**src/rtl/sliding_window_congestion_sender_core_macros.svh**
```systemverilog
// Assertion macros shared by the sender core modules.
// Each macro expects signals named clk and rst_n in the using module.
`ifndef SLIDING_WINDOW_CONGESTION_SENDER_CORE_MACROS_SVH
`define SLIDING_WINDOW_CONGESTION_SENDER_CORE_MACROS_SVH

`ifndef ASSERT_OFF

`define SWCS_ASSERT_IMP(name, cond, conseq, msg) \
  name: assert property (@(posedge clk) disable iff (!rst_n) (cond) |-> (conseq)) \
    else $error(msg);

`define SWCS_ASSERT_NXT(name, cond, conseq, msg) \
  name: assert property (@(posedge clk) disable iff (!rst_n) (cond) |=> (conseq)) \
    else $error(msg);

`else

`define SWCS_ASSERT_IMP(name, cond, conseq, msg)

`define SWCS_ASSERT_NXT(name, cond, conseq, msg)

`endif

`endif

```
**src/rtl/swcs_pkg.sv**
```systemverilog
package swcs_pkg;

  localparam int IN_TDATA_W  = 40;
  localparam int OUT_TDATA_W = 72;
  localparam int CFG_IDX_W   = 3;

  // Event kinds carried on in_tuser.
  localparam logic [1:0] REQ_START   = 2'd0;
  localparam logic [1:0] REQ_TIMEOUT = 2'd1;
  localparam logic [1:0] REQ_ACK     = 2'd2;

  // Configuration register indexes.
  localparam logic [CFG_IDX_W-1:0] CFG_TOTAL_SEGMENTS  = 3'd0;
  localparam logic [CFG_IDX_W-1:0] CFG_WINDOW_SEGMENTS = 3'd1;
  localparam logic [CFG_IDX_W-1:0] CFG_SEGMENT_BYTES   = 3'd2;
  localparam logic [CFG_IDX_W-1:0] CFG_INIT_SSTHRESH   = 3'd3;
  localparam logic [CFG_IDX_W-1:0] CFG_INIT_TIMEOUT    = 3'd4;

  localparam logic [15:0] RST_TOTAL_SEGMENTS  = 16'd1;
  localparam logic [5:0]  RST_WINDOW_SEGMENTS = 6'd8;
  localparam logic [10:0] RST_SEGMENT_BYTES   = 11'd1500;
  localparam logic [31:0] RST_SSTHRESH        = 32'd64000;
  localparam logic [31:0] RST_TIMEOUT         = 32'd2000000;

  typedef enum logic [3:0] {
    ST_IDLE,
    ST_CMPACK,
    ST_EVENT,
    ST_RCMP,
    ST_RMAG,
    ST_RAPPLY,
    ST_TMO,
    ST_BOUND,
    ST_CLIP,
    ST_DONE,
    ST_CHECK,
    ST_SEND,
    ST_STATUS
  } state_t;

  // Which quantity the RTT sequence is working on.
  typedef enum logic [1:0] {
    PH_EST,
    PH_DIFF,
    PH_DEV
  } rtt_phase_t;

  typedef struct packed {
    logic [31:0] a;
    logic [31:0] b;
    logic        sub;
  } alu_req_t;

  typedef struct packed {
    logic [31:0] res;
    logic        ge;
    logic        zero;
  } alu_rsp_t;

  typedef struct packed {
    logic        send_valid;
    logic [15:0] send_seq;
    logic        final_segment;
    logic        last_of_run;
    logic [15:0] cwnd_now;
    logic [31:0] timeout_now_us;
    logic        transfer_done;
  } res_t;

endpackage

```
**src/rtl/sliding_window_congestion_sender_core.sv**
```systemverilog
// Each event runs the states CMPACK, EVENT, BOUND, CLIP, DONE and CHECK before its
// first result is loaded; an acknowledgement that grows the window and updates the RTT
// estimate also runs RCMP, RMAG, RAPPLY and TMO between EVENT and BOUND. A new event is
// taken only in IDLE, once all results (1 to MAX_WINDOW) of the last are loaded; one shared adder serves every step.
// Reset: synchronous, active low; loads register and state defaults, empties output.
`include "sliding_window_congestion_sender_core_macros.svh"

module sliding_window_congestion_sender_core import swcs_pkg::*; #(
  parameter int MAX_WINDOW = 32
) (
  input  logic                   clk,
  input  logic                   rst_n,
  input  logic                   in_tvalid,
  output logic                   in_tready,
  // in_tdata: ack_number[15:0], rtt_sample_us[39:16]
  input  logic [IN_TDATA_W-1:0]  in_tdata,
  // in_tuser: req_type[1:0]
  input  logic [1:0]             in_tuser,
  output logic                   out_tvalid,
  input  logic                   out_tready,
  // out_tdata: send_seq[15:0], final_segment[16], cwnd_now[32:17],
  //            timeout_now_us[64:33], transfer_done[65], zero fill[71:66]
  output logic [OUT_TDATA_W-1:0] out_tdata,
  // out_tuser: send_valid
  output logic                   out_tuser,
  output logic                   out_tlast,
  input  logic                   cfg_valid,
  output logic                   cfg_ready,
  input  logic [CFG_IDX_W-1:0]   cfg_index,
  input  logic [31:0]            cfg_data
);

  localparam int LIM_W = $clog2(MAX_WINDOW + 1);

  // Configuration registers.
  logic [15:0] total_r;
  logic [5:0]  window_r;
  logic [10:0] segb_r;
  logic [31:0] init_ss_r;
  logic [31:0] init_to_r;

  // Connection state.
  state_t      state_r, state_nxt;
  logic [15:0] next_seq_r, next_seq_nxt;
  logic [15:0] first_unacked_r, first_unacked_nxt;
  logic [15:0] cwnd_r, cwnd_nxt;
  logic [31:0] ssthresh_r, ssthresh_nxt;
  logic [23:0] est_r, est_nxt;
  logic [23:0] dev_r, dev_nxt;
  logic [31:0] timeout_r, timeout_nxt;

  // Latched event and sequencer work registers.
  logic [1:0]  req_r, req_nxt;
  logic [15:0] ack_r, ack_nxt;
  logic [23:0] sample_r, sample_nxt;
  logic [26:0] prod_r, prod_nxt;
  logic        ack_ge_r, ack_ge_nxt;
  logic        ack_eq_r, ack_eq_nxt;
  logic        ge_r, ge_nxt;
  logic [23:0] mag_r, mag_nxt;
  rtt_phase_t  phase_r, phase_nxt;
  logic [16:0] bound_r, bound_nxt;
  logic [15:0] end_r, end_nxt;
  logic        clip_r, clip_nxt;
  logic        done_r, done_nxt;

  alu_req_t    alu_req;
  alu_rsp_t    alu_rsp;
  logic        ob_load;
  logic        ob_free;
  res_t        ob_din;

  logic [15:0]      win_ext;
  logic [15:0]      lim16;
  logic [LIM_W-1:0] lim;
  logic             lim_is_cwnd;
  logic [16:0]      grow_sum;
  logic [23:0]      x_val;
  logic [23:0]      y_val;
  logic             seq_last;

  swcs_alu u_alu (
    .req (alu_req),
    .rsp (alu_rsp)
  );

  swcs_obuf u_obuf (
    .clk        (clk),
    .rst_n      (rst_n),
    .load       (ob_load),
    .din        (ob_din),
    .free       (ob_free),
    .out_tvalid (out_tvalid),
    .out_tready (out_tready),
    .out_tdata  (out_tdata),
    .out_tuser  (out_tuser),
    .out_tlast  (out_tlast)
  );

  assign in_tready = (state_r == ST_IDLE);
  assign cfg_ready = 1'b1;

  // Send limit: the smallest of cwnd, the receiver window and MAX_WINDOW.
  always_comb begin
    win_ext = {10'd0, window_r};
    lim16   = (cwnd_r < win_ext) ? cwnd_r : win_ext;
    if (16'(MAX_WINDOW) < lim16) begin
      lim16 = 16'(MAX_WINDOW);
    end
    lim         = lim16[LIM_W-1:0];
    lim_is_cwnd = (cwnd_r <= win_ext) && (cwnd_r <= 16'(MAX_WINDOW));
  end

  // The RTT sequence compares x with y, forms |x - y| and then, for the estimate and the deviation, moves the target.
  always_comb begin
    x_val = (phase_r == PH_DEV) ? mag_r : sample_r;
    y_val = (phase_r == PH_DEV) ? dev_r : est_r;
  end

  assign seq_last = (({1'b0, next_seq_r} + 17'd1) == {1'b0, end_r});

  always_comb begin
    state_nxt         = state_r;
    next_seq_nxt      = next_seq_r;
    first_unacked_nxt = first_unacked_r;
    cwnd_nxt          = cwnd_r;
    ssthresh_nxt      = ssthresh_r;
    est_nxt           = est_r;
    dev_nxt           = dev_r;
    timeout_nxt       = timeout_r;
    req_nxt           = req_r;
    ack_nxt           = ack_r;
    sample_nxt        = sample_r;
    prod_nxt          = prod_r;
    ack_ge_nxt        = ack_ge_r;
    ack_eq_nxt        = ack_eq_r;
    ge_nxt            = ge_r;
    mag_nxt           = mag_r;
    phase_nxt         = phase_r;
    bound_nxt         = bound_r;
    end_nxt           = end_r;
    clip_nxt          = clip_r;
    done_nxt          = done_r;
    grow_sum          = 17'd0;
    alu_req           = '{a: 32'd0, b: 32'd0, sub: 1'b1};
    ob_load           = 1'b0;
    ob_din            = '{send_valid: 1'b0, send_seq: 16'd0, final_segment: 1'b0,
                          last_of_run: 1'b1, cwnd_now: cwnd_r,
                          timeout_now_us: timeout_r, transfer_done: done_r};

    unique case (state_r)
      ST_IDLE: begin
        if (in_tvalid) begin
          req_nxt    = in_tuser;
          ack_nxt    = in_tdata[15:0];
          sample_nxt = in_tdata[39:16];
          state_nxt  = ST_CMPACK;
        end
      end

      ST_CMPACK: begin
        alu_req    = '{a: 32'(ack_r), b: 32'(next_seq_r), sub: 1'b1};
        ack_ge_nxt = alu_rsp.ge;
        ack_eq_nxt = alu_rsp.zero;
        prod_nxt   = 27'(cwnd_r) * 27'(segb_r);
        state_nxt  = ST_EVENT;
      end

      ST_EVENT: begin
        // The adder checks cwnd*segment_bytes against ssthresh for the growth rule.
        alu_req   = '{a: 32'(prod_r), b: ssthresh_r, sub: 1'b1};
        state_nxt = ST_BOUND;
        case (req_r)
          REQ_START: begin
            next_seq_nxt      = 16'd0;
            first_unacked_nxt = 16'd0;
            cwnd_nxt          = 16'd1;
            ssthresh_nxt      = init_ss_r;
            est_nxt           = 24'd0;
            dev_nxt           = 24'd0;
            timeout_nxt       = init_to_r;
          end
          REQ_TIMEOUT: begin
            ssthresh_nxt = 32'(prod_r[26:1]);
            cwnd_nxt     = 16'd1;
            timeout_nxt  = timeout_r[31] ? 32'hFFFF_FFFF : {timeout_r[30:0], 1'b0};
          end
          REQ_ACK: begin
            first_unacked_nxt = ack_r;
            next_seq_nxt      = ack_r;
            if (!ack_ge_r) begin
              ssthresh_nxt = 32'(prod_r[26:1]);
              cwnd_nxt     = 16'd1;
              timeout_nxt  = timeout_r[31] ? 32'hFFFF_FFFF : {timeout_r[30:0], 1'b0};
            end else if (!ack_eq_r && lim_is_cwnd) begin
              grow_sum  = alu_rsp.ge ? ({1'b0, cwnd_r} + 17'd1) : {cwnd_r, 1'b0};
              cwnd_nxt  = grow_sum[16] ? 16'hFFFF : grow_sum[15:0];
              phase_nxt = PH_EST;
              state_nxt = ST_RCMP;
            end
          end
          default: begin
          end
        endcase
      end

      ST_RCMP: begin
        alu_req   = '{a: 32'(x_val), b: 32'(y_val), sub: 1'b1};
        ge_nxt    = alu_rsp.ge;
        state_nxt = ST_RMAG;
      end

      ST_RMAG: begin
        if (ge_r) begin
          alu_req = '{a: 32'(x_val), b: 32'(y_val), sub: 1'b1};
        end else begin
          alu_req = '{a: 32'(y_val), b: 32'(x_val), sub: 1'b1};
        end
        mag_nxt = alu_rsp.res[23:0];
        if (phase_r == PH_DIFF) begin
          phase_nxt = PH_DEV;
          state_nxt = ST_RCMP;
        end else begin
          state_nxt = ST_RAPPLY;
        end
      end

      ST_RAPPLY: begin
        // Shifting the magnitude makes a negative step round toward zero.
        if (phase_r == PH_EST) begin
          alu_req   = '{a: 32'(est_r), b: 32'(mag_r[23:3]), sub: !ge_r};
          est_nxt   = alu_rsp.res[23:0];
          phase_nxt = PH_DIFF;
          state_nxt = ST_RCMP;
        end else begin
          alu_req   = '{a: 32'(dev_r), b: 32'(mag_r[23:2]), sub: !ge_r};
          dev_nxt   = alu_rsp.res[23:0];
          state_nxt = ST_TMO;
        end
      end

      ST_TMO: begin
        // est and dev stay below 2^24, so est + 4*dev stays below 2^27 and cannot reach the 32-bit limit.
        alu_req     = '{a: 32'(est_r), b: 32'({dev_r, 2'b00}), sub: 1'b0};
        timeout_nxt = alu_rsp.res;
        state_nxt   = ST_BOUND;
      end

      ST_BOUND: begin
        alu_req   = '{a: 32'(first_unacked_r), b: 32'(lim), sub: 1'b0};
        bound_nxt = alu_rsp.res[16:0];
        state_nxt = ST_CLIP;
      end

      ST_CLIP: begin
        alu_req   = '{a: 32'(bound_r), b: 32'(total_r), sub: 1'b1};
        clip_nxt  = alu_rsp.ge;
        end_nxt   = alu_rsp.ge ? total_r : bound_r[15:0];
        state_nxt = ST_DONE;
      end

      ST_DONE: begin
        // The transfer ends this event if the run reaches the total or already has.
        alu_req   = '{a: 32'(next_seq_r), b: 32'(total_r), sub: 1'b1};
        done_nxt  = clip_r | alu_rsp.ge;
        state_nxt = ST_CHECK;
      end

      ST_CHECK: begin
        alu_req   = '{a: 32'(next_seq_r), b: 32'(end_r), sub: 1'b1};
        state_nxt = alu_rsp.ge ? ST_STATUS : ST_SEND;
      end

      ST_SEND: begin
        ob_din = '{send_valid: 1'b1, send_seq: next_seq_r,
                   final_segment: seq_last && clip_r, last_of_run: seq_last,
                   cwnd_now: cwnd_r, timeout_now_us: timeout_r,
                   transfer_done: done_r};
        if (ob_free) begin
          ob_load      = 1'b1;
          next_seq_nxt = next_seq_r + 16'd1;
          if (seq_last) begin
            state_nxt = ST_IDLE;
          end
        end
      end

      ST_STATUS: begin
        if (ob_free) begin
          ob_load   = 1'b1;
          state_nxt = ST_IDLE;
        end
      end

      default: begin
        state_nxt = ST_IDLE;
      end
    endcase
  end

  always_ff @(posedge clk) begin
    if (!rst_n) begin
      state_r         <= ST_IDLE;
      next_seq_r      <= 16'd0;
      first_unacked_r <= 16'd0;
      cwnd_r          <= 16'd1;
      ssthresh_r      <= RST_SSTHRESH;
      est_r           <= 24'd0;
      dev_r           <= 24'd0;
      timeout_r       <= RST_TIMEOUT;
    end else begin
      state_r         <= state_nxt;
      next_seq_r      <= next_seq_nxt;
      first_unacked_r <= first_unacked_nxt;
      cwnd_r          <= cwnd_nxt;
      ssthresh_r      <= ssthresh_nxt;
      est_r           <= est_nxt;
      dev_r           <= dev_nxt;
      timeout_r       <= timeout_nxt;
    end
  end

  always_ff @(posedge clk) begin
    req_r    <= req_nxt;
    ack_r    <= ack_nxt;
    sample_r <= sample_nxt;
    prod_r   <= prod_nxt;
    ack_ge_r <= ack_ge_nxt;
    ack_eq_r <= ack_eq_nxt;
    ge_r     <= ge_nxt;
    mag_r    <= mag_nxt;
    phase_r  <= phase_nxt;
    bound_r  <= bound_nxt;
    end_r    <= end_nxt;
    clip_r   <= clip_nxt;
    done_r   <= done_nxt;
  end

  always_ff @(posedge clk) begin
    if (!rst_n) begin
      total_r   <= RST_TOTAL_SEGMENTS;
      window_r  <= RST_WINDOW_SEGMENTS;
      segb_r    <= RST_SEGMENT_BYTES;
      init_ss_r <= RST_SSTHRESH;
      init_to_r <= RST_TIMEOUT;
    end else if (cfg_valid && cfg_ready) begin
      unique case (cfg_index)
        CFG_TOTAL_SEGMENTS:  total_r   <= cfg_data[15:0];
        CFG_WINDOW_SEGMENTS: window_r  <= cfg_data[5:0];
        CFG_SEGMENT_BYTES:   segb_r    <= cfg_data[10:0];
        CFG_INIT_SSTHRESH:   init_ss_r <= cfg_data;
        CFG_INIT_TIMEOUT:    init_to_r <= cfg_data;
        default: begin
        end
      endcase
    end
  end

  `SWCS_ASSERT_IMP(a_send_in_run, state_r == ST_SEND, next_seq_r < end_r, "sending past the end of the run")

  `SWCS_ASSERT_IMP(a_status_empty, state_r == ST_STATUS, next_seq_r >= end_r, "status result while a segment was sendable")

  `SWCS_ASSERT_NXT(a_timeout_cwnd, state_r == ST_EVENT && req_r == REQ_TIMEOUT, cwnd_r == 16'd1 && state_r == ST_BOUND, "timeout did not collapse the window")

endmodule

```
**src/rtl/swcs_alu.sv**
```systemverilog
module swcs_alu import swcs_pkg::*; (
  input  alu_req_t req,
  output alu_rsp_t rsp
);

  logic [32:0] sum;

  // For a subtraction the carry out is set when a >= b.
  always_comb begin
    sum      = {1'b0, req.a} + {1'b0, (req.sub ? ~req.b : req.b)} + {32'd0, req.sub};
    rsp.res  = sum[31:0];
    rsp.ge   = sum[32];
    rsp.zero = (sum[31:0] == 32'd0);
  end

endmodule

```
**src/rtl/swcs_obuf.sv**
```systemverilog
`include "sliding_window_congestion_sender_core_macros.svh"

module swcs_obuf import swcs_pkg::*; (
  input  logic                   clk,
  input  logic                   rst_n,
  input  logic                   load,
  input  res_t                   din,
  output logic                   free,
  output logic                   out_tvalid,
  input  logic                   out_tready,
  // out_tdata: send_seq[15:0], final_segment[16], cwnd_now[32:17],
  //            timeout_now_us[64:33], transfer_done[65], zero fill[71:66]
  output logic [OUT_TDATA_W-1:0] out_tdata,
  // out_tuser: send_valid
  output logic                   out_tuser,
  output logic                   out_tlast
);

  logic valid_r, valid_nxt;
  res_t hold_r;

  assign free = !valid_r || out_tready;

  always_comb begin
    valid_nxt = valid_r;
    if (load) begin
      valid_nxt = 1'b1;
    end else if (out_tready) begin
      valid_nxt = 1'b0;
    end
  end

  always_ff @(posedge clk) begin
    if (!rst_n) begin
      valid_r <= 1'b0;
    end else begin
      valid_r <= valid_nxt;
    end
  end

  always_ff @(posedge clk) begin
    if (load) begin
      hold_r <= din;
    end
  end

  assign out_tvalid = valid_r;
  assign out_tuser  = hold_r.send_valid;
  assign out_tlast  = hold_r.last_of_run;
  assign out_tdata  = {6'd0, hold_r.transfer_done, hold_r.timeout_now_us,
                       hold_r.cwnd_now, hold_r.final_segment, hold_r.send_seq};

  `SWCS_ASSERT_IMP(a_final_is_last, valid_r && hold_r.final_segment, hold_r.last_of_run && hold_r.send_valid, "final segment not marked as last sent result")

endmodule

```
**config.mk**
```make
export PLATFORM = sky130hd
export DESIGN_NAME = sliding_window_congestion_sender_core
export DESIGN_NICKNAME = d
export VERILOG_FILES = /design/src/rtl/swcs_pkg.sv /design/src/rtl/sliding_window_congestion_sender_core.sv /design/src/rtl/swcs_alu.sv /design/src/rtl/swcs_obuf.sv
export VERILOG_INCLUDE_DIRS = /design/src /design/src/rtl
export SDC_FILE = /design/constraint.sdc
export NUM_CORES = 1
export LEC_CHECK = 0
export BUFFER_PORTS_ARGS = -buffer_cell sky130_fd_sc_hd__buf_4
export CAP_MARGIN = 20
export CORE_MARGIN = 4
export CORE_UTILIZATION = 40
export CTS_CLUSTER_DIAMETER = 200
export CTS_CLUSTER_SIZE = 12
export DETAILED_ROUTE_END_ITERATION = 12
export HOLD_SLACK_MARGIN = 0.15
export PLACE_DENSITY = 0.63
export SYNTH_ARGS = -nofsm -noshare
export SYNTH_HDL_FRONTEND = slang
export SYNTH_HIERARCHICAL = 1
export SYNTH_SLANG_ARGS = --single-unit
```
**constraint.sdc**
```tcl
create_clock -name clk -period 19.25 [get_ports clk]
set_input_delay 1.925 -clock clk [delete_from_list [all_inputs] [get_ports clk]]
set_output_delay 1.925 -clock clk [all_outputs]
set_load 0.01 [all_outputs]
```
### After elaboration in Yosys (flattened, before gate mapping)

Index checks and enable logic that the tools add are counted.

| operators by class | value |
|---|---|
| equal/unequal tests | 37 |
| $mul | 1 |
| $lt $le $gt $ge | 4 |
| reductions and logical operators | 37 |
| muxes and demuxes | 50 |
| $add $sub $neg | 5 |
| bitwise logic cells | 2 |

Operator list:

| operator | number |
|---|---|
| case mux 60 bit (10 select lines) | 1 |
| case mux 32 bit (3 select lines) | 2 |
| 2-to-1 mux 32 bit | 4 |
| 2-to-1 mux 24 bit | 5 |
| 2-to-1 mux 57 bit | 2 |
| 2-to-1 mux 16 bit | 6 |
| case mux 16 bit (2 select lines) | 3 |
| case mux 24 bit (2 select lines) | 2 |
| 2-to-1 mux 68 bit | 1 |
| case mux 32 bit (2 select lines) | 1 |
| case mux 4 bit (13 select lines) | 1 |
| adder 16 x 1 -> 17 bit (second input constant) | 2 |
| adder 27 x 32 -> 33 bit | 1 |
| adder 33 x 1 -> 33 bit | 1 |
| zero test 32 bit | 1 |
| NOT 32 bit | 1 |
| multiplier 16 x 11 -> 27 bit | 1 |
| != test 2 bit (second input constant) | 11 |
| equality test 4 bit (second input constant) | 5 |
| 2-to-1 mux 3 bit | 6 |
| AND reduction 3 bit | 6 |
| equality test 17 x 16 -> 1 bit | 1 |
| 2-to-1 mux 17 bit | 1 |
| adder 16 x 1 -> 16 bit (second input constant) | 1 |
| other kinds (34) | 70 |

| word-level totals | value |
|---|---|
| output and inout bits | 77 |
| word-level logic and storage cells | 170 |
| flip-flop bits (word level) | 463 |
| input bits | 82 |

### Longest topological paths before layout

| logic depth | value |
|---|---|
| word-level depth | 14 |
| gate-level depth with buffers | 28 |
| depth with buffers taken out | 27 |

### Cells and area by module

Netlist, hierarchy kept.

By module, submodules not included:

| module | times used | sequential area each (µm²) | area an instance (µm²) | cells each |
|---|---|---|---|---|
| sliding_window_congestion_sender_core | 1 | 9218.8 | 25248.0 | 2822 |
| swcs_alu | 1 | 0.0 | 2318.5 | 327 |
| swcs_obuf | 1 | 2062.0 | 2139.6 | 79 |

### Least setup slack after synthesis

Ideal clock, no wire load.

| timing path | value |
|---|---|
| path kind | flip-flop to flip-flop |
| start point | reg state_r[1] |
| end point | reg end_r[10] (data pin) |
| clock period less this slack | 6.391 ns |
| arrival | 6.131 ns |
| slack | 12.859 ns |
| library setup time | 0.260 ns |
| stages on the path, launching flop included | 23 |
| required time | 18.990 ns |
| cells stage by stage | dfxtp_1 -> buf_2 -> nand2b_1 -> nor3_1 -> clkbuf_1 -> clkbuf_1 -> a221oi_1 -> nand4_1 -> mux2i_4 -> fa_1 -> nand2b_1 -> a21bo_2 -> a21o_1 -> a211oi_1 -> o311a_1 -> o21ai_0 -> a21oi_1 -> o21a_1 -> nor2_1 -> o21ai_0 -> clkbuf_1 -> clkbuf_1 -> mux2_2 |

RTL lines:

| what | line | text |
|---|---|---|
| from (decl) | sliding_window_congestion_sender_core.sv:43 | `state_t state_r, state_nxt;` |
| from (signal assigned) | sliding_window_congestion_sender_core.sv:312 | `state_r <= state_nxt;` |
| to (signal assigned) | sliding_window_congestion_sender_core.sv:334 | `end_r <= end_nxt;` |
| to (decl) | sliding_window_congestion_sender_core.sv:63 | `logic [15:0] end_r, end_nxt;` |

==> results.md <==
* Routed length per instance at 22.89 um
* Number of unique standard cell types used by synthesis at between 90 and 100
* Tcrit/Tclk final at between 30% and 40%
* Count of TritonRoute iterations in the first routing pass at 6
* Vias after detailed routing at 24380
* Hold Path Class: flop to flop
* Final number of max-transition violations at 0
* Count of cells resized by post-cts repair at 0
* Number of buffers inserted for hold repair after clock tree synthesis at 0
* Area growth from synthesis to layout at 10.50%
* Max Fanout on Critical Path at 33
* Die W at 280.5 um
* Main combinational cell family by area after synthesis: simple AND/OR/NAND/NOR gates
* RSZ-0062 raised after global routing: no
* Count of pins on the block boundary at 159
* Simple-gate share of the synthesized area at 18.09%
* Worst vdd ir at 0.0001365 V
* Sequential share of the synthesized area at 37.97%
* Startpoint kind of the worst setup timing path: flop
* Vias in the first global route at 23160
* Static leakage at 0.01357 uW
* Required time at the endpoint of the critical path at 19.74 ns
* Ratio of total power to cell area at 146.3 nW/um2
* Maximum number of pins on one net before global-route repair at 96
* Number of setup violations in the final report at 0
* Htree depth at 2
* Cells after synthesis at ~3200
* Global Route Usage Sum at 24.18%
* Floorplan row count at 99
* Crit path kind: flop to flop
* Yosys reg bits at 463
* # port buffers at 151
* Placed Instances at a little over 4000
* Number of hold violations in the final report at 0
* Count of flip-flops with a built-in enable after synthesis at 201
* Post-CTS Repair Setup Buffers at 0
* Starting Density at 40.51%
* Multiplexer share of the synthesized area at 5.067%
* Biggest area consumer among synthesized cells: sky130_fd_sc_hd__edfxtp_1
* CTS tree: built
* Half-perimeter wire length of the detailed placement result at about 69 mm
* Clock latency reported for the late side of the worst-skew pair at between 0.6 and 0.7 ns
* Setup_tns at 0 ns
* Top_reg_cell synth: sky130_fd_sc_hd__dfxtp_1
* Max-capacitance violation count at 0
* Wire length of the first global-routing pass at 146.7 mm
* Number of buffers inserted during clock tree synthesis at 44
* Number of antenna violations at the first check in global routing at 5
* Peak per-stage delay on the critical path at 0.75 ns
* Average footprint of a synthesized cell at 9.203 um2
* Die Area at 78690 um2
* Yosys top cell area share at 20.32%
* Worst slew margin relative to its limit at 25.93%
* Highest Clock Rate at between 0.1 and 0.15 GHz
* Count of unresolved DRC violations after routing at 0
* Finished Layout Cells at 4233
* Net count reported at finish at 3559
* Synth async-reset ratio at 0%
* Count of synthesis-stage warnings from yosys at 6
* Root buffer selected by CTS: sky130_fd_sc_hd__clkbuf_16
* Clock Sink Count at 463
* Area share of xor/xnor cells in the synthesized design at around 2.7%
* Setup crit end kind: flop
* Core area at 73330 um2
* Worst EP arrival at 7.63 ns
* Share of post-route cells with drive strength above 1 at just under 10%
* Remaining antenna violation count at 0
* Mapped Area at around 30000 um2
* Biggest area contributors in the synthesized netlist: sky130_fd_sc_hd__edfxtp_1 (20%), sky130_fd_sc_hd__dfxtp_1 (18%), sky130_fd_sc_hd__fa_1 (8.5%), sky130_fd_sc_hd__nand2_1 (7.0%), sky130_fd_sc_hd__ha_1 (4.7%)
* Compound-Gate Fraction of Synth Area at 17.31%
* RePlAce Congestion at 0.9392
* Die Ht at 280.5 um
* Global route overflow at 0
* Total wire length at 96.90 mm
* Adder and majority cell fraction of the synthesized area at 13.17%
* Maximum clock path buffer count at 3
* Violation count after the first detailed-routing iteration at 2315
* Clk pin slew, worst setup/hold paths at around 0.070 ns
* Routed via count divided by cell count at ~5.8
* CP max stage cell: sky130_fd_sc_hd__dfxtp_1
* Shortest period the worst path allows at 7.141 ns
* Slew at the pin with the worst max-slew slack at around 1.1 ns
* Status: complete, no violations
* Maximum clock skew at final layout at roughly 0.022 ns
cell families (layout without fill, tap and decap cells):
logic type	count (synthesis)	after routing
flip-flops	463	463
adder cells (fa/ha/maj)	237	237
AND/OR/NAND/NOR	1139	1139
other	3	14
AO/OA/AOI/OAI	719	719
multiplexers	146	146
buffers and inverters	430	465
XOR/XNOR	91	91
cells in the final DEF, fill, tap and decap left out, drive strengths merged, types with 8 or more instances in the layout:
cell type	netlist	final
a21o	22	22
dfxtp	262	262
fa	126	126
a211oi	24	24
a21boi	95	95
a22oi	38	38
nor2b	34	34
ha	111	111
nor2	140	140
nand3b	9	9
a21oi	102	102
conb	3	12
xnor2	40	40
a222oi	25	25
o211a	49	49
a22o	19	19
nand2	557	557
a221oi	55	55
buf	47	190
nor3	26	26
and4	8	8
nand2b	20	20
nand4	34	34
and2	175	175
mux2	25	25
and3	19	19
o21ai	160	160
o211ai	42	42
xor2	51	51
inv	196	198
mux2i	121	121
nand3	77	77
edfxtp	201	201
clkbuf	186	74
a31oi	13	13
area by class of cell:
class	count	area, um2
antenna	2	5.005
clock buffer	74	1214
clock inverter	4	77.57
fill	7122	40510
inverter	197	739.5
multi-input combinational	2344	16870
sequential	463	11280
tap	959	1200
timing repair buffer	190	1438
report_power, final:
part	total [uW]	switching [uW]	internal, uW
Sequential	1480	190	1290
Combinational	2480	1690	795
Clock	838	403	435
Total	4800	2280	2520
cell usage after synthesis (40+ instances only):
cell                       count
sky130_fd_sc_hd__nand2_1     556
sky130_fd_sc_hd__dfxtp_1     262
sky130_fd_sc_hd__edfxtp_1    201
sky130_fd_sc_hd__inv_1       195
sky130_fd_sc_hd__clkbuf_1    183
sky130_fd_sc_hd__and2_1      174
sky130_fd_sc_hd__o21ai_0     156
sky130_fd_sc_hd__nor2_1      139
sky130_fd_sc_hd__fa_1        126
sky130_fd_sc_hd__mux2i_1     120
sky130_fd_sc_hd__ha_1        111
sky130_fd_sc_hd__a21oi_1     101
sky130_fd_sc_hd__a21boi_0     92
sky130_fd_sc_hd__nand3_1      77
sky130_fd_sc_hd__a221oi_1     55
sky130_fd_sc_hd__xor2_1       51
sky130_fd_sc_hd__o211a_1      49
sky130_fd_sc_hd__o211ai_1     42
sky130_fd_sc_hd__xnor2_1      40
stage by stage:
step                hold slack (ns)  power, uW  cell area (um2)  setup WS, ns  utilization (%)
floorplan                    0.4003       2973            29740         12.86                -
global placement             0.4070       3917            31510         12.09            42.96
finish                       0.4293       4801            32820         12.11            44.76
detailed placement           0.4056       3906            31520         11.88            42.98
global route                 0.4427       5023            32820         11.63            44.76
CTS                          0.4362       4752            32810         11.87            44.74
final timing paths:
check | end | cells after the start | slack, ns | startpoint
worst max-delay path | cwnd_r[3]$_SDFFE_PN0P_ | 26 | 12.11 | cwnd_r[3]$_SDFFE_PN0P_
worst max register to register | cwnd_r[3]$_SDFFE_PN0P_ | 26 | 12.11 | cwnd_r[3]$_SDFFE_PN0P_
worst min-delay path | u_obuf/out_tdata[65]$_DFFE_PP_ | 0 | 0.43 | done_r$_DFFE_PN_
worst min register to register | u_obuf/out_tdata[65]$_DFFE_PP_ | 0 | 0.43 | done_r$_DFFE_PN_
sequential cells by signal, summed over array words and instances (netlist names), 17 cells and up:
signal,count
bound_r,17
dev_r,24
est_r,24
init_ss_r,32
init_to_r,32
mag_r,24
prod_r,27
sample_r,24
ssthresh_r,32
timeout_r,32
u_obuf/out_tdata,66
critical path, delay by kind of cell (launching register included):
kind | cells | cell delay [ns]
compound gates | 14 | 3.45
buf+inv | 3 | 0.87
simple gates | 5 | 0.60
flops | 1 | 0.75
fa+ha+maj | 2 | 0.86
mux | 2 | 0.42
metal layers:
metal,vias to the layer above,part of all wire [%],routed length (um),GRT usage [%]
met3,148,8.7,8428,4.560
met5,-,0.024,23,0
met4,4,3.1,3040,7.186
met1,11920,42,40590,33.01
li1,11300,-,-,-
met2,1012,46,44820,39.21
No activity file was read; power rests on OpenSTA's default activity.
